===== src/rtl/xpr_pkg.sv =====
// ----------------------------------------------------------------------------
// xpr_pkg
// Types and constants shared by the XMODEM checksum packet receiver.
// ----------------------------------------------------------------------------
package xpr_pkg;

  localparam int PAYLOAD_BYTES_DEFAULT = 128;

  localparam int TIMEOUT_W   = 16;
  localparam int CFG_INDEX_W = 1;

  localparam logic [TIMEOUT_W-1:0] START_TIMEOUT_RESET = 16'd1000;
  localparam logic [TIMEOUT_W-1:0] BYTE_TIMEOUT_RESET  = 16'd100;

  localparam logic [CFG_INDEX_W-1:0] CFG_START_TIMEOUT = 1'd0;
  localparam logic [CFG_INDEX_W-1:0] CFG_BYTE_TIMEOUT  = 1'd1;

  localparam logic [7:0] BYTE_SOH = 8'h01;
  localparam logic [7:0] BYTE_EOT = 8'h04;

  localparam logic REQ_BYTE = 1'b0;
  localparam logic REQ_TICK = 1'b1;

  localparam logic KIND_DATA   = 1'b0;
  localparam logic KIND_STATUS = 1'b1;

  localparam logic [3:0] ST_OK           = 4'd0;
  localparam logic [3:0] ST_EOT          = 4'd1;
  localparam logic [3:0] ST_START_ERR    = 4'd2;
  localparam logic [3:0] ST_HDR_TIMEOUT  = 4'd3;
  localparam logic [3:0] ST_WRONG_NUM    = 4'd4;
  localparam logic [3:0] ST_BAD_COMP     = 4'd5;
  localparam logic [3:0] ST_DATA_TIMEOUT = 4'd6;
  localparam logic [3:0] ST_SUM_TIMEOUT  = 4'd7;
  localparam logic [3:0] ST_SUM_MISMATCH = 4'd8;

  typedef struct packed {
    logic       req_type;
    logic [7:0] rx_byte;
    logic [7:0] expected_num;
  } item_t;

  typedef struct packed {
    logic       out_kind;
    logic [7:0] data_byte;
    logic [6:0] byte_index;
    logic [3:0] status;
    logic       send_ack;
    logic       last_in_packet;
  } result_t;

endpackage


===== src/rtl/xpr_core.sv =====
// ----------------------------------------------------------------------------
// xpr_core
// Packet state machine: one state update per accepted word, with the
// timeout registers and tick counter.
// ----------------------------------------------------------------------------
module xpr_core import xpr_pkg::*; #(
  parameter int PAYLOAD_BYTES = PAYLOAD_BYTES_DEFAULT
) (
  input  logic                   clk,
  input  logic                   rst,
  input  logic                   accept,
  input  item_t                  item,
  input  logic                   cfg_we,
  input  logic [CFG_INDEX_W-1:0] cfg_index,
  input  logic [TIMEOUT_W-1:0]   cfg_data,
  output logic                   res_valid,
  output result_t                res
);

  localparam int CNT_W = $clog2(PAYLOAD_BYTES + 1);

  typedef enum logic [2:0] {
    PH_START,
    PH_NUM,
    PH_COMP,
    PH_DATA,
    PH_SUM
  } phase_t;

  phase_t               phase, phase_next;
  logic [CNT_W-1:0]     data_count, data_count_next;
  logic [7:0]           running_sum, running_sum_next;
  logic [7:0]           received_num, received_num_next;
  logic [TIMEOUT_W-1:0] wait_ticks, wait_ticks_next;
  logic [TIMEOUT_W-1:0] start_timeout, byte_timeout;

  logic [TIMEOUT_W-1:0] wait_inc;
  logic [TIMEOUT_W-1:0] limit;
  logic                 in_packet;
  logic [7:0]           count_ext;
  logic                 fire;
  logic [3:0]           code;
  logic                 ack;

  assign wait_inc  = (wait_ticks == {TIMEOUT_W{1'b1}}) ? wait_ticks
                                                       : wait_ticks + 1'b1;
  assign in_packet = (phase == PH_NUM) || (phase == PH_COMP) ||
                     (phase == PH_DATA) || (phase == PH_SUM);
  assign limit     = in_packet ? byte_timeout : start_timeout;
  assign count_ext = 8'(data_count);

  always_comb begin
    phase_next        = phase;
    data_count_next   = data_count;
    running_sum_next  = running_sum;
    received_num_next = received_num;
    wait_ticks_next   = wait_ticks;
    fire              = 1'b0;
    code              = ST_OK;
    ack               = 1'b0;
    res_valid         = 1'b0;
    res               = '0;

    if (accept) begin
      if (item.req_type == REQ_TICK) begin
        wait_ticks_next = wait_inc;
        if (wait_inc >= limit) begin
          fire = 1'b1;
          case (phase)
            PH_NUM, PH_COMP: code = ST_HDR_TIMEOUT;
            PH_DATA:         code = ST_DATA_TIMEOUT;
            PH_SUM:          code = ST_SUM_TIMEOUT;
            default:         code = ST_START_ERR;
          endcase
        end
      end else begin
        wait_ticks_next = '0;
        case (phase)
          PH_NUM: begin
            received_num_next = item.rx_byte;
            phase_next        = PH_COMP;
          end
          PH_COMP: begin
            if (received_num != item.expected_num) begin
              fire = 1'b1;
              code = ST_WRONG_NUM;
            end else if ((received_num ^ item.rx_byte) != 8'hFF) begin
              fire = 1'b1;
              code = ST_BAD_COMP;
            end else begin
              data_count_next  = '0;
              running_sum_next = '0;
              phase_next       = PH_DATA;
            end
          end
          PH_DATA: begin
            res_valid        = 1'b1;
            res.out_kind     = KIND_DATA;
            res.data_byte    = item.rx_byte;
            res.byte_index   = count_ext[6:0];
            running_sum_next = running_sum + item.rx_byte;
            data_count_next  = data_count + 1'b1;
            // counter restarts at zero each packet, so equality ends it
            if (data_count_next == CNT_W'(PAYLOAD_BYTES)) begin
              phase_next = PH_SUM;
            end
          end
          PH_SUM: begin
            fire = 1'b1;
            code = (item.rx_byte != running_sum) ? ST_SUM_MISMATCH : ST_OK;
          end
          default: begin
            if (item.rx_byte == BYTE_EOT) begin
              fire = 1'b1;
              code = ST_EOT;
              ack  = 1'b1;
            end else if (item.rx_byte != BYTE_SOH) begin
              fire = 1'b1;
              code = ST_START_ERR;
            end else begin
              phase_next = PH_NUM;
            end
          end
        endcase
      end

      if (fire) begin
        res_valid          = 1'b1;
        res.out_kind       = KIND_STATUS;
        res.status         = code;
        res.send_ack       = ack;
        res.last_in_packet = 1'b1;
        phase_next         = PH_START;
        data_count_next    = '0;
        running_sum_next   = '0;
        wait_ticks_next    = '0;
      end
    end
  end

  always_ff @(posedge clk) begin
    if (rst) begin
      phase         <= PH_START;
      data_count    <= '0;
      running_sum   <= '0;
      received_num  <= '0;
      wait_ticks    <= '0;
      start_timeout <= START_TIMEOUT_RESET;
      byte_timeout  <= BYTE_TIMEOUT_RESET;
    end else begin
      phase        <= phase_next;
      data_count   <= data_count_next;
      running_sum  <= running_sum_next;
      received_num <= received_num_next;
      wait_ticks   <= wait_ticks_next;
      if (cfg_we) begin
        case (cfg_index)
          CFG_START_TIMEOUT: start_timeout <= cfg_data;
          CFG_BYTE_TIMEOUT:  byte_timeout  <= cfg_data;
          default: ;
        endcase
      end
    end
  end

  // data phase never runs past the payload length
  assert property (@(posedge clk) disable iff (rst)
    (phase == PH_DATA) |-> (data_count < CNT_W'(PAYLOAD_BYTES)))
    else $error("xpr_core: data count past payload length");

  // a status result always leaves the machine waiting for a start byte
  assert property (@(posedge clk) disable iff (rst)
    (res_valid && res.out_kind == KIND_STATUS) |=> (phase == PH_START))
    else $error("xpr_core: status did not return to start");

  // a tick below the limit leaves the phase alone
  assert property (@(posedge clk) disable iff (rst)
    (accept && item.req_type == REQ_TICK && !res_valid) |=> $stable(phase))
    else $error("xpr_core: tick changed phase without timeout");

endmodule


===== src/rtl/xpr_out_buf.sv =====
// ----------------------------------------------------------------------------
// xpr_out_buf
// Two-word result queue: head register drives the output, second word
// catches a result while the head is stalled.
// ----------------------------------------------------------------------------
module xpr_out_buf import xpr_pkg::*; (
  input  logic    clk,
  input  logic    rst,
  input  logic    push,
  input  result_t push_word,
  output logic    full,
  output logic    result_valid,
  input  logic    result_stall,
  output result_t result
);

  logic [1:0] count;
  result_t    head, spare;
  logic       pop;

  assign result_valid = (count != 2'd0);
  assign full         = (count == 2'd2);
  assign pop          = result_valid && !result_stall;
  assign result       = head;

  always_ff @(posedge clk) begin
    if (rst) begin
      count <= 2'd0;
    end else begin
      case ({push, pop})
        2'b11: begin
          if (count == 2'd2) begin
            head  <= spare;
            spare <= push_word;
          end else begin
            head <= push_word;
          end
        end
        2'b01: begin
          head  <= spare;
          count <= count - 2'd1;
        end
        2'b10: begin
          if (count == 2'd0) begin
            head <= push_word;
          end else begin
            spare <= push_word;
          end
          count <= count + 2'd1;
        end
        default: ;
      endcase
    end
  end

  assert property (@(posedge clk) disable iff (rst) count != 2'd3)
    else $error("xpr_out_buf: count overflow");

  assert property (@(posedge clk) disable iff (rst) !(push && full))
    else $error("xpr_out_buf: push into full queue");

  assert property (@(posedge clk) disable iff (rst)
    (pop && !push && count == 2'd2) |=> (head == $past(spare)))
    else $error("xpr_out_buf: spare word not advanced");

endmodule


===== src/rtl/xmodem_packet_receiver.sv =====
// ----------------------------------------------------------------------------
// xmodem_packet_receiver
// XMODEM checksum-mode packet receiver: bytes and millisecond ticks in,
// payload words and packet status words out.
// ----------------------------------------------------------------------------
// Takes one word per clock (a received byte or a tick) unless stalled. Each
// word is handled in the cycle it is accepted by the packet state machine,
// and any result is registered in the queue head before output. Results
// go through a two-word queue, so the input keeps flowing while downstream
// stalls; the input stalls only once both queue words hold results not yet taken.
// Timeout limits may be rewritten at any time the block is idle.
// ----------------------------------------------------------------------------
module xmodem_packet_receiver import xpr_pkg::*; #(
  parameter int PAYLOAD_BYTES = PAYLOAD_BYTES_DEFAULT
) (
  input  logic                   clk,
  input  logic                   rst,
  input  logic                   item_valid,
  output logic                   item_stall,
  input  item_t                  item,
  output logic                   result_valid,
  input  logic                   result_stall,
  output result_t                result,
  input  logic                   cfg_we,
  input  logic [CFG_INDEX_W-1:0] cfg_index,
  input  logic [TIMEOUT_W-1:0]   cfg_data
);

  logic    accept;
  logic    res_valid;
  result_t res;
  logic    full;

  assign item_stall = full;
  assign accept     = item_valid && !full;

  xpr_core #(
    .PAYLOAD_BYTES(PAYLOAD_BYTES)
  ) u_core (
    .clk       (clk),
    .rst       (rst),
    .accept    (accept),
    .item      (item),
    .cfg_we    (cfg_we),
    .cfg_index (cfg_index),
    .cfg_data  (cfg_data),
    .res_valid (res_valid),
    .res       (res)
  );

  xpr_out_buf u_out_buf (
    .clk          (clk),
    .rst          (rst),
    .push         (res_valid),
    .push_word    (res),
    .full         (full),
    .result_valid (result_valid),
    .result_stall (result_stall),
    .result       (result)
  );

endmodule

===== config.mk =====
export PLATFORM = sky130hd
export DESIGN_NAME = xmodem_packet_receiver
export DESIGN_NICKNAME = d
export VERILOG_FILES = /design/src/rtl/xpr_pkg.sv /design/src/rtl/xpr_core.sv /design/src/rtl/xpr_out_buf.sv /design/src/rtl/xmodem_packet_receiver.sv
export SDC_FILE = /design/constraint.sdc
export NUM_CORES = 1
export LEC_CHECK = 0
export ABC_AREA = 1
export BUFFER_PORTS_ARGS = -buffer_cell sky130_fd_sc_hd__buf_2
export CAP_MARGIN = 10
export CORE_MARGIN = 1
export CORE_UTILIZATION = 25
export CTS_BUF_LIST = sky130_fd_sc_hd__clkbuf_4
export DETAILED_ROUTE_END_ITERATION = 8
export GPL_ROUTABILITY_DRIVEN = 0
export PLACE_DENSITY = 0.38
export SYNTH_ARGS = -nofsm -noshare
export SYNTH_HDL_FRONTEND = slang
export SYNTH_SLANG_ARGS = --single-unit
export TNS_END_PERCENT = 50

===== constraint.sdc =====
create_clock -name clk -period 5.8 [get_ports clk]
set_clock_uncertainty 0.1 [all_clocks]
set_input_delay 0 -clock clk [delete_from_list [all_inputs] [get_ports clk]]
set_output_delay 0 -clock clk [all_outputs]
set_load 0.005 [all_outputs]

======== Yosys cells after proc, flatten, opt, wreduce, memory -nomap -nowiden ========
Index checks and enable logic that the tools add are counted.
storage, ports and cells
  register bits after elaboration ......... 121
  input bits .............................. 39
  output and inout bits ................... 24
  logic and storage cells ................. 134
cells by class
  add/subtract/negate cells ............... 5
  magnitude comparators ................... 1
  eq/ne operators ......................... 25
  multiplexer cells ....................... 56
  bitwise gates (word level) .............. 4
  reductions and logical operators ........ 23
operators by type and width
  kind                                                    count
  two-way mux 22 bit                                      5
  two-way mux 16 bit                                      5
  case mux 22 bit (3 select lines)                        1
  two-way mux 8 bit                                       6
  case mux 22 bit (2 select lines)                        1
  case mux 8 bit (2 select lines)                         2
  two-way mux 3 bit                                       8
  two-way mux 4 bit                                       5
  adder 16 x 1 -> 16 bit (second input constant)          1
  equality test 16 bit (second input constant)            1
  greater-or-equal comparator 16 bit                      1
  inequality test 8 bit                                   2
  two-way mux 1 bit                                       15
  two-way mux 15 bit                                      1
  case mux 3 bit (4 select lines)                         1
  case mux 4 bit (3 select lines)                         1
  inequality test 5 x 2 -> 1 bit (second input constant)  2
  inequality test 3 bit (second input constant)           3
  case mux 3 bit (3 select lines)                         1
  adder 8 x 1 -> 8 bit (second input constant)            1
  adder 8 bit                                             1
  equality test 8 x 3 -> 1 bit (second input constant)    1
  equality test 8 bit (second input constant)             1
  inequality test 8 x 1 -> 1 bit (second input constant)  1
  other kinds (29)                                        47

======== Longest topological paths before layout ========
  depth in word-level cells ............... 14
  depth in mapped cells ................... 29
  gate-level depth less buffers ........... 27

======== By module ========
Synthesis repeated with hierarchy kept, for this count alone.
second synthesis, totals
  cell total of the unflattened synthesis .. 1063
  area, all modules ....................... 7454.6 um2
modules (own cells, without submodules)
  module                  times used  cells each  area an instance (um2)  sequential area each (um2)
  xpr_core                1           816         5081.1                  1501.4
  xpr_out_buf             1           245         2363.5                  1361.3
  xmodem_packet_receiver  1           2           10.0                    0.0

======== Worst setup path before layout ========
No wires, ideal clock.
  kind .................................... register to register
  from .................................... register u_core.wait_ticks[0]
  to ...................................... register u_out_buf.spare[0] (netlist name), enable pin
  setup time .............................. 0.435 ns
  arrival time ............................ 4.778 ns
  required time ........................... 5.265 ns
  setup slack ............................. 0.487 ns
  cell stages (with the launch flop) ...... 24
  buffers on the path ..................... 1
  period minus slack after synthesis ...... 5.313 ns
  cell sequence ........................... dfxtp_1 > ha_1 > nand2_1 > nor2_1 > nand3_1 > nor2_1 > nand2_1 > nor2_1 > nand3b_1 > o21ai_1 > inv_1 > ha_1 > nand2_1 > nor3_1 > nand2_1 > nand4_1 > nand3_4 > nor2_4 > nor2_1 > inv_1 > ha_1 > clkbuf_1 > o21ai_0 > a221oi_1
on the way
  word-level cells in the longest chain between the ends .. 11
  elaborated cells between the ends (all ways) .. 15
  those cells by class .................... add/sub: 1; order compare: 1; eq/ne: 5; mux: 6; reduce/logical: 2
RTL lines
  element                                                                              RTL line                        source
  start, declared                                                                      xpr_core.sv:34                  logic [TIMEOUT_W-1:0] wait_ticks, wait_ticks_next;
  start signal, assigned                                                               xpr_core.sv:155                 wait_ticks <= wait_ticks_next;
  adder 16 x 1 -> 16 bit / equality test 16 bit (equally long branches)                xpr_core.sv:46, xpr_core.sv:45
  two-way mux 16 bit (*)                                                               xpr_core.sv:45                  assign wait_inc = (wait_ticks == {TIMEOUT_W{1'b1}}) ? wait_ticks
  greater-or-equal comparator 16 bit (*)                                               xpr_core.sv:67                  if (wait_inc >= limit) begin
  two-way mux 1 bit (*)                                                                xpr_core.sv:67
  two-way mux 1 bit (*)                                                                xpr_core.sv:65                  if (item.req_type == REQ_TICK) begin
  two-way mux 1 bit (*)                                                                xpr_core.sv:64                  if (accept) begin
  two-way mux 1 bit (*)                                                                xpr_core.sv:127                 if (fire) begin
  two-way mux 1 bit (*)                                                                xpr_core.sv:64
  equality test 2 bit                                                                  xpr_out_buf.sv:30               case ({push, pop})
  inequality test 2 bit (no source line) / nonzero test 2 bit (equally long branches)  n/a
  AND reduction 4 bit (no source line) (*)                                             n/a
  end signal, assigned                                                                 xpr_out_buf.sv:34               spare <= push_word;
  end signal, assigned                                                                 xpr_out_buf.sv:47               spare <= push_word;
  end, declared                                                                        xpr_out_buf.sv:18               result_t head, spare;
Every way passes the cells marked *; elsewhere a longest branch is shown, timed or not. The select of a mux whose other input is x is not followed.
A chain may end at the register's enable or synchronous reset.

======== Worst setup path in the final report ========
  from .................................... register u_core.wait_ticks[0]
  to ...................................... register u_out_buf.head (netlist bit u_out_buf.result[1]) (data pin)
on the way
  word-level cells in the longest chain between the ends .. 10
  elaborated cells between the ends (all ways) .. 17
  those cells by class .................... add/sub: 1; order compare: 1; eq/ne: 4; mux: 11
RTL lines
  element                                                                RTL line                        source
  adder 16 x 1 -> 16 bit / equality test 16 bit (equally long branches)  xpr_core.sv:46, xpr_core.sv:45
  two-way mux 16 bit (*)                                                 xpr_core.sv:45
  greater-or-equal comparator 16 bit (*)                                 xpr_core.sv:67
  two-way mux 1 bit (*)                                                  xpr_core.sv:67
  two-way mux 1 bit (*)                                                  xpr_core.sv:65
  two-way mux 1 bit (*)                                                  xpr_core.sv:64
  two-way mux 1 bit / two-way mux 6 bit (equally long branches)          xpr_core.sv:127
  two-way mux 1 bit / two-way mux 22 bit (equally long branches)         xpr_core.sv:64
  equality test 2 bit, or another cell as far along                      xpr_out_buf.sv:30
  case mux 22 bit (3 select lines) (*)                                   xpr_out_buf.sv:30
  end signal, assigned                                                   xpr_out_buf.sv:33               head <= spare;
  end signal, assigned                                                   xpr_out_buf.sv:36               head <= push_word;
  end signal, assigned                                                   xpr_out_buf.sv:40               head <= spare;
  end, declared                                                          xpr_out_buf.sv:18
Marked as above.

==> key figures <==
Cells and area
  – Final core utilization: 0.3012
  – Most common cell after layout, fill and taps aside: nand2_1
  – # diodes: 0
  – Most frequent cells in the layout: 186 x nand2_1, 129 x nor2_1, 79 x inv_1
  – Share of layout cells above drive strength 1: 0.1681
  – Final layout net count: approximately 1,000
  – Design area: 7805 um^2
  – Layout area overhead: 18.66%

Global routing
  – Vias in the first global route: roughly 5,400
  – Grt met3 use: 0.02727
  – GR Overflow Total: 0
  – Largest net degree at the start of global routing: 47
  – Met1 usage: 0.1731
  – Initial antenna violation count: 0
  – Total global routing track utilization: 0.1368
  – Gr busiest metal: met2
  – First-pass GRT wire length: around 29,000 um
  – GR Util met2: 0.2390

Clock network
  – Clock sinks: 119
  – Clock Path Buffers: 2
  – Clk Tree Root Cell: clkbuf_4
  – Clk Latency, worst-skew pair: about 0.55 ns
  – Clk pin slew, worst setup/hold paths: ~0.14 ns
  – Post-CTS setup buffer count: 0
  – Number of H-tree levels: 4
  – TritonCTS clock tree: done
  – CTS buffer count: 17

Logic synthesis
  – Total nets after synthesis: around 910
  – Fraction of registers with async set/reset: 0
  – Number of synthesized register bits: roughly 120
  – Largest family of logic cells by synthesized area: simple AND/OR/NAND/NOR gates
  – Synth Flop Type: dfxtp_1
  – Simple-gate share of the synthesized area: 0.2760
  – Mean Syn Cell Area: ~7.8 um^2
  – Yosys warns: 0
  – Synth Area in Adders: 0.05631
  – Synth Area in Compound Gates: 0.1244
  – Synthesized area: 6578 um^2
  – Post-synth EDFFs: 42
  – Post-synthesis sequential area ratio: 0.4261
  – Netlist cell types: 46
  – Mux contribution to synthesized area: 0.02283
  – XOR/XNOR share of the synthesized area: 0.01598
  – Mapped Cells: about 850

Power
  – LEAKAGE: 3.453 nW
  – Pwr dens: about 290 nW/um^2
  – Peak VDD IR: 104.3 uV

Outcome
  – Failing checks: design-rule violations
  – Run status: finished, violations left

Floorplanning
  – Core area: between 20,000 and 30,000 um^2
  – # rows: slightly below 60
  – Die footprint: ~27,000 um^2
  – # IOs: 63
  – Initial Util: 0.2539
  – Die width: roughly 160 um
  – Die Span Y: around 160 um

Setup path
  – Crit path arrival time: ~5.2 ns
  – Crit Path Category: reg2reg
  – R2r worst-path depth: 25
  – Critical path endpoint category: flop
  – Startpoint Class: flop
  – Max FO, Critical Path: 15
  – Critical path data required time: 6.07 ns

STA
  – Min cycle time layout: about 5 ns
  – Hold Vio Cnt, Final: 0
  – Unrepaired setup endpoints after global routing: no
  – Max-slew violations: 0
  – Fin crit share: 0.8567
  – Worst-Margin Slew: about 1.1 ns
  – Final setup margin: 0.8311 ns
  – Setup TNS: 0 ns
  – Worst hold slack: between 0.07 and 0.08 ns
  – Slew headroom: 0.2320
  – Setup violators final: 0
  – Max Fclk: about 200 MHz

Worst hold path
  – Hold path depth: 4
  – Min-Delay Path Class: in2reg

Place
  – Port Buf Inserts: 62
  – Detailed-placement wirelength estimate: about 13,000 um
  – Worst slack, placed: ~0.86 ns
  – Placed inst area: 7221 um^2

Drt
  – Initial DRC count: just under 300
  – Per-cell routed wire length: roughly 14 um
  – DR pass1 iterations: 7
  – Post-DRT Antenna Nets: 0
  – Drt via density: 4.342
  – Vias: between 5,000 and 6,000
  – Routed wire length: 17,490 um
  – DRC: 2

Run
  – Max-cap viol count: 0
## registers in the layout, indices dropped and copies added (netlist names)
signal	flops
u_core.running_sum	8
u_out_buf.result	21
u_core.count_ext	8
u_core.byte_timeout	16
u_core.wait_ticks	16
u_out_buf.count	2
u_core.received_num	8
u_out_buf.spare	21
u_core.start_timeout	16
u_core.phase	3
## metrics by stage
step	total power (W)	cells
after floorplan	0.001431	845
after global placement	0.001636	1219
after detailed placement	0.001635	1219
after CTS	0.002296	1281
after global routing	0.002413	1281
final	0.002246	1281
## timing repair
action,in CTS,in global routing
resized for setup,0,0
hold endpoints to repair,113,0
hold buffers,30,0
## synth_stat cells, drive strengths merged, types with 11 or more instances
master	n	area, um^2
a22o	14	122.6
inv	101	379.1
nor2	136	549.3
nand2	198	833.3
a21oi	43	252.7
mux2i	15	150.1
nor3	11	71.32
edfxtp	42	1261
o21ai	51	255.2
a22oi	14	105.1
ha	28	350.3
nand3	40	212.7
clkbuf	19	71.32
dfxtp	77	1541
## power breakdown
group | total, W | switching [W] | leakage, nW | internal (W)
Combinational | 0.000601 | 0.000383 | 2.28 | 0.000218
Clock | 0.000632 | 0.000401 | 0.147 | 0.000231
Sequential | 0.00101 | 0.0000326 | 1.03 | 0.000980
Total | 0.00225 | 0.000816 | 3.45 | 0.00143
## cell families (layout without fill, tap and decap cells)
kind of cell               Yosys count  in the layout
and+or+nand+nor                    407            407
AOI/OAI and AO/OA                  133            133
buffers and inverters              130            231
DFF                                119            119
adders and majority gates           29             29
muxes                               15             15
xor gates and xnor gates            12             12
## metal layers
| metal | vias to the layer above | wire (um) |
|---|---|---|
| li1 | 2961 | - |
| met1 | 2506 | 8451 |
| met2 | 85 | 8407 |
| met3 | 10 | 504 |
| met4 | 0 | 130 |
| met5 | - | 0 |
## final timing paths
path,startpoint,end,slack (ns)
max,u_core.wait_ticks[0],u_out_buf.result[1],0.83
min,cfg_we,u_core.byte_timeout[6],0.07
max reg2reg,u_core.wait_ticks[0],u_out_buf.result[1],0.83
min reg2reg,u_core.start_timeout[9],u_core.start_timeout[9],0.37
## worst max-delay path, cell delays in order, from the launching register on
cell and delay (ns):
dfxtp_1 0.45, ha_1 0.20, nand2_1 0.09, nor2_1 0.22
nand3_1 0.13, nor2_1 0.19, nand3_1 0.24, inv_1 0.15
a21oi_1 0.05, o21ai_1 0.12, ha_1 0.27, nand2_1 0.07
inv_1 0.03, o21bai_1 0.11, nand2_1 0.06, a21oi_1 0.12
nand4_1 0.24, nand3_4 0.25, nor2_4 0.06, nor2_1 0.17
inv_1 0.08, ha_1 0.44, nor2_1 0.11, inv_1 0.45
o21ai_0 0.21, o21ai_0 0.21
## final cells by class
cell class	count	area (um^2)
clock buffers	17	127.6
clock inverters	15	156.4
fillers	2864	18110
inverters	102	382.9
multi-input cells	596	3268
flip-flops and latches	119	2803
well taps	335	419.2
repair buffers	97	648.1
Note: power is estimated with default switching activity, not from simulation.
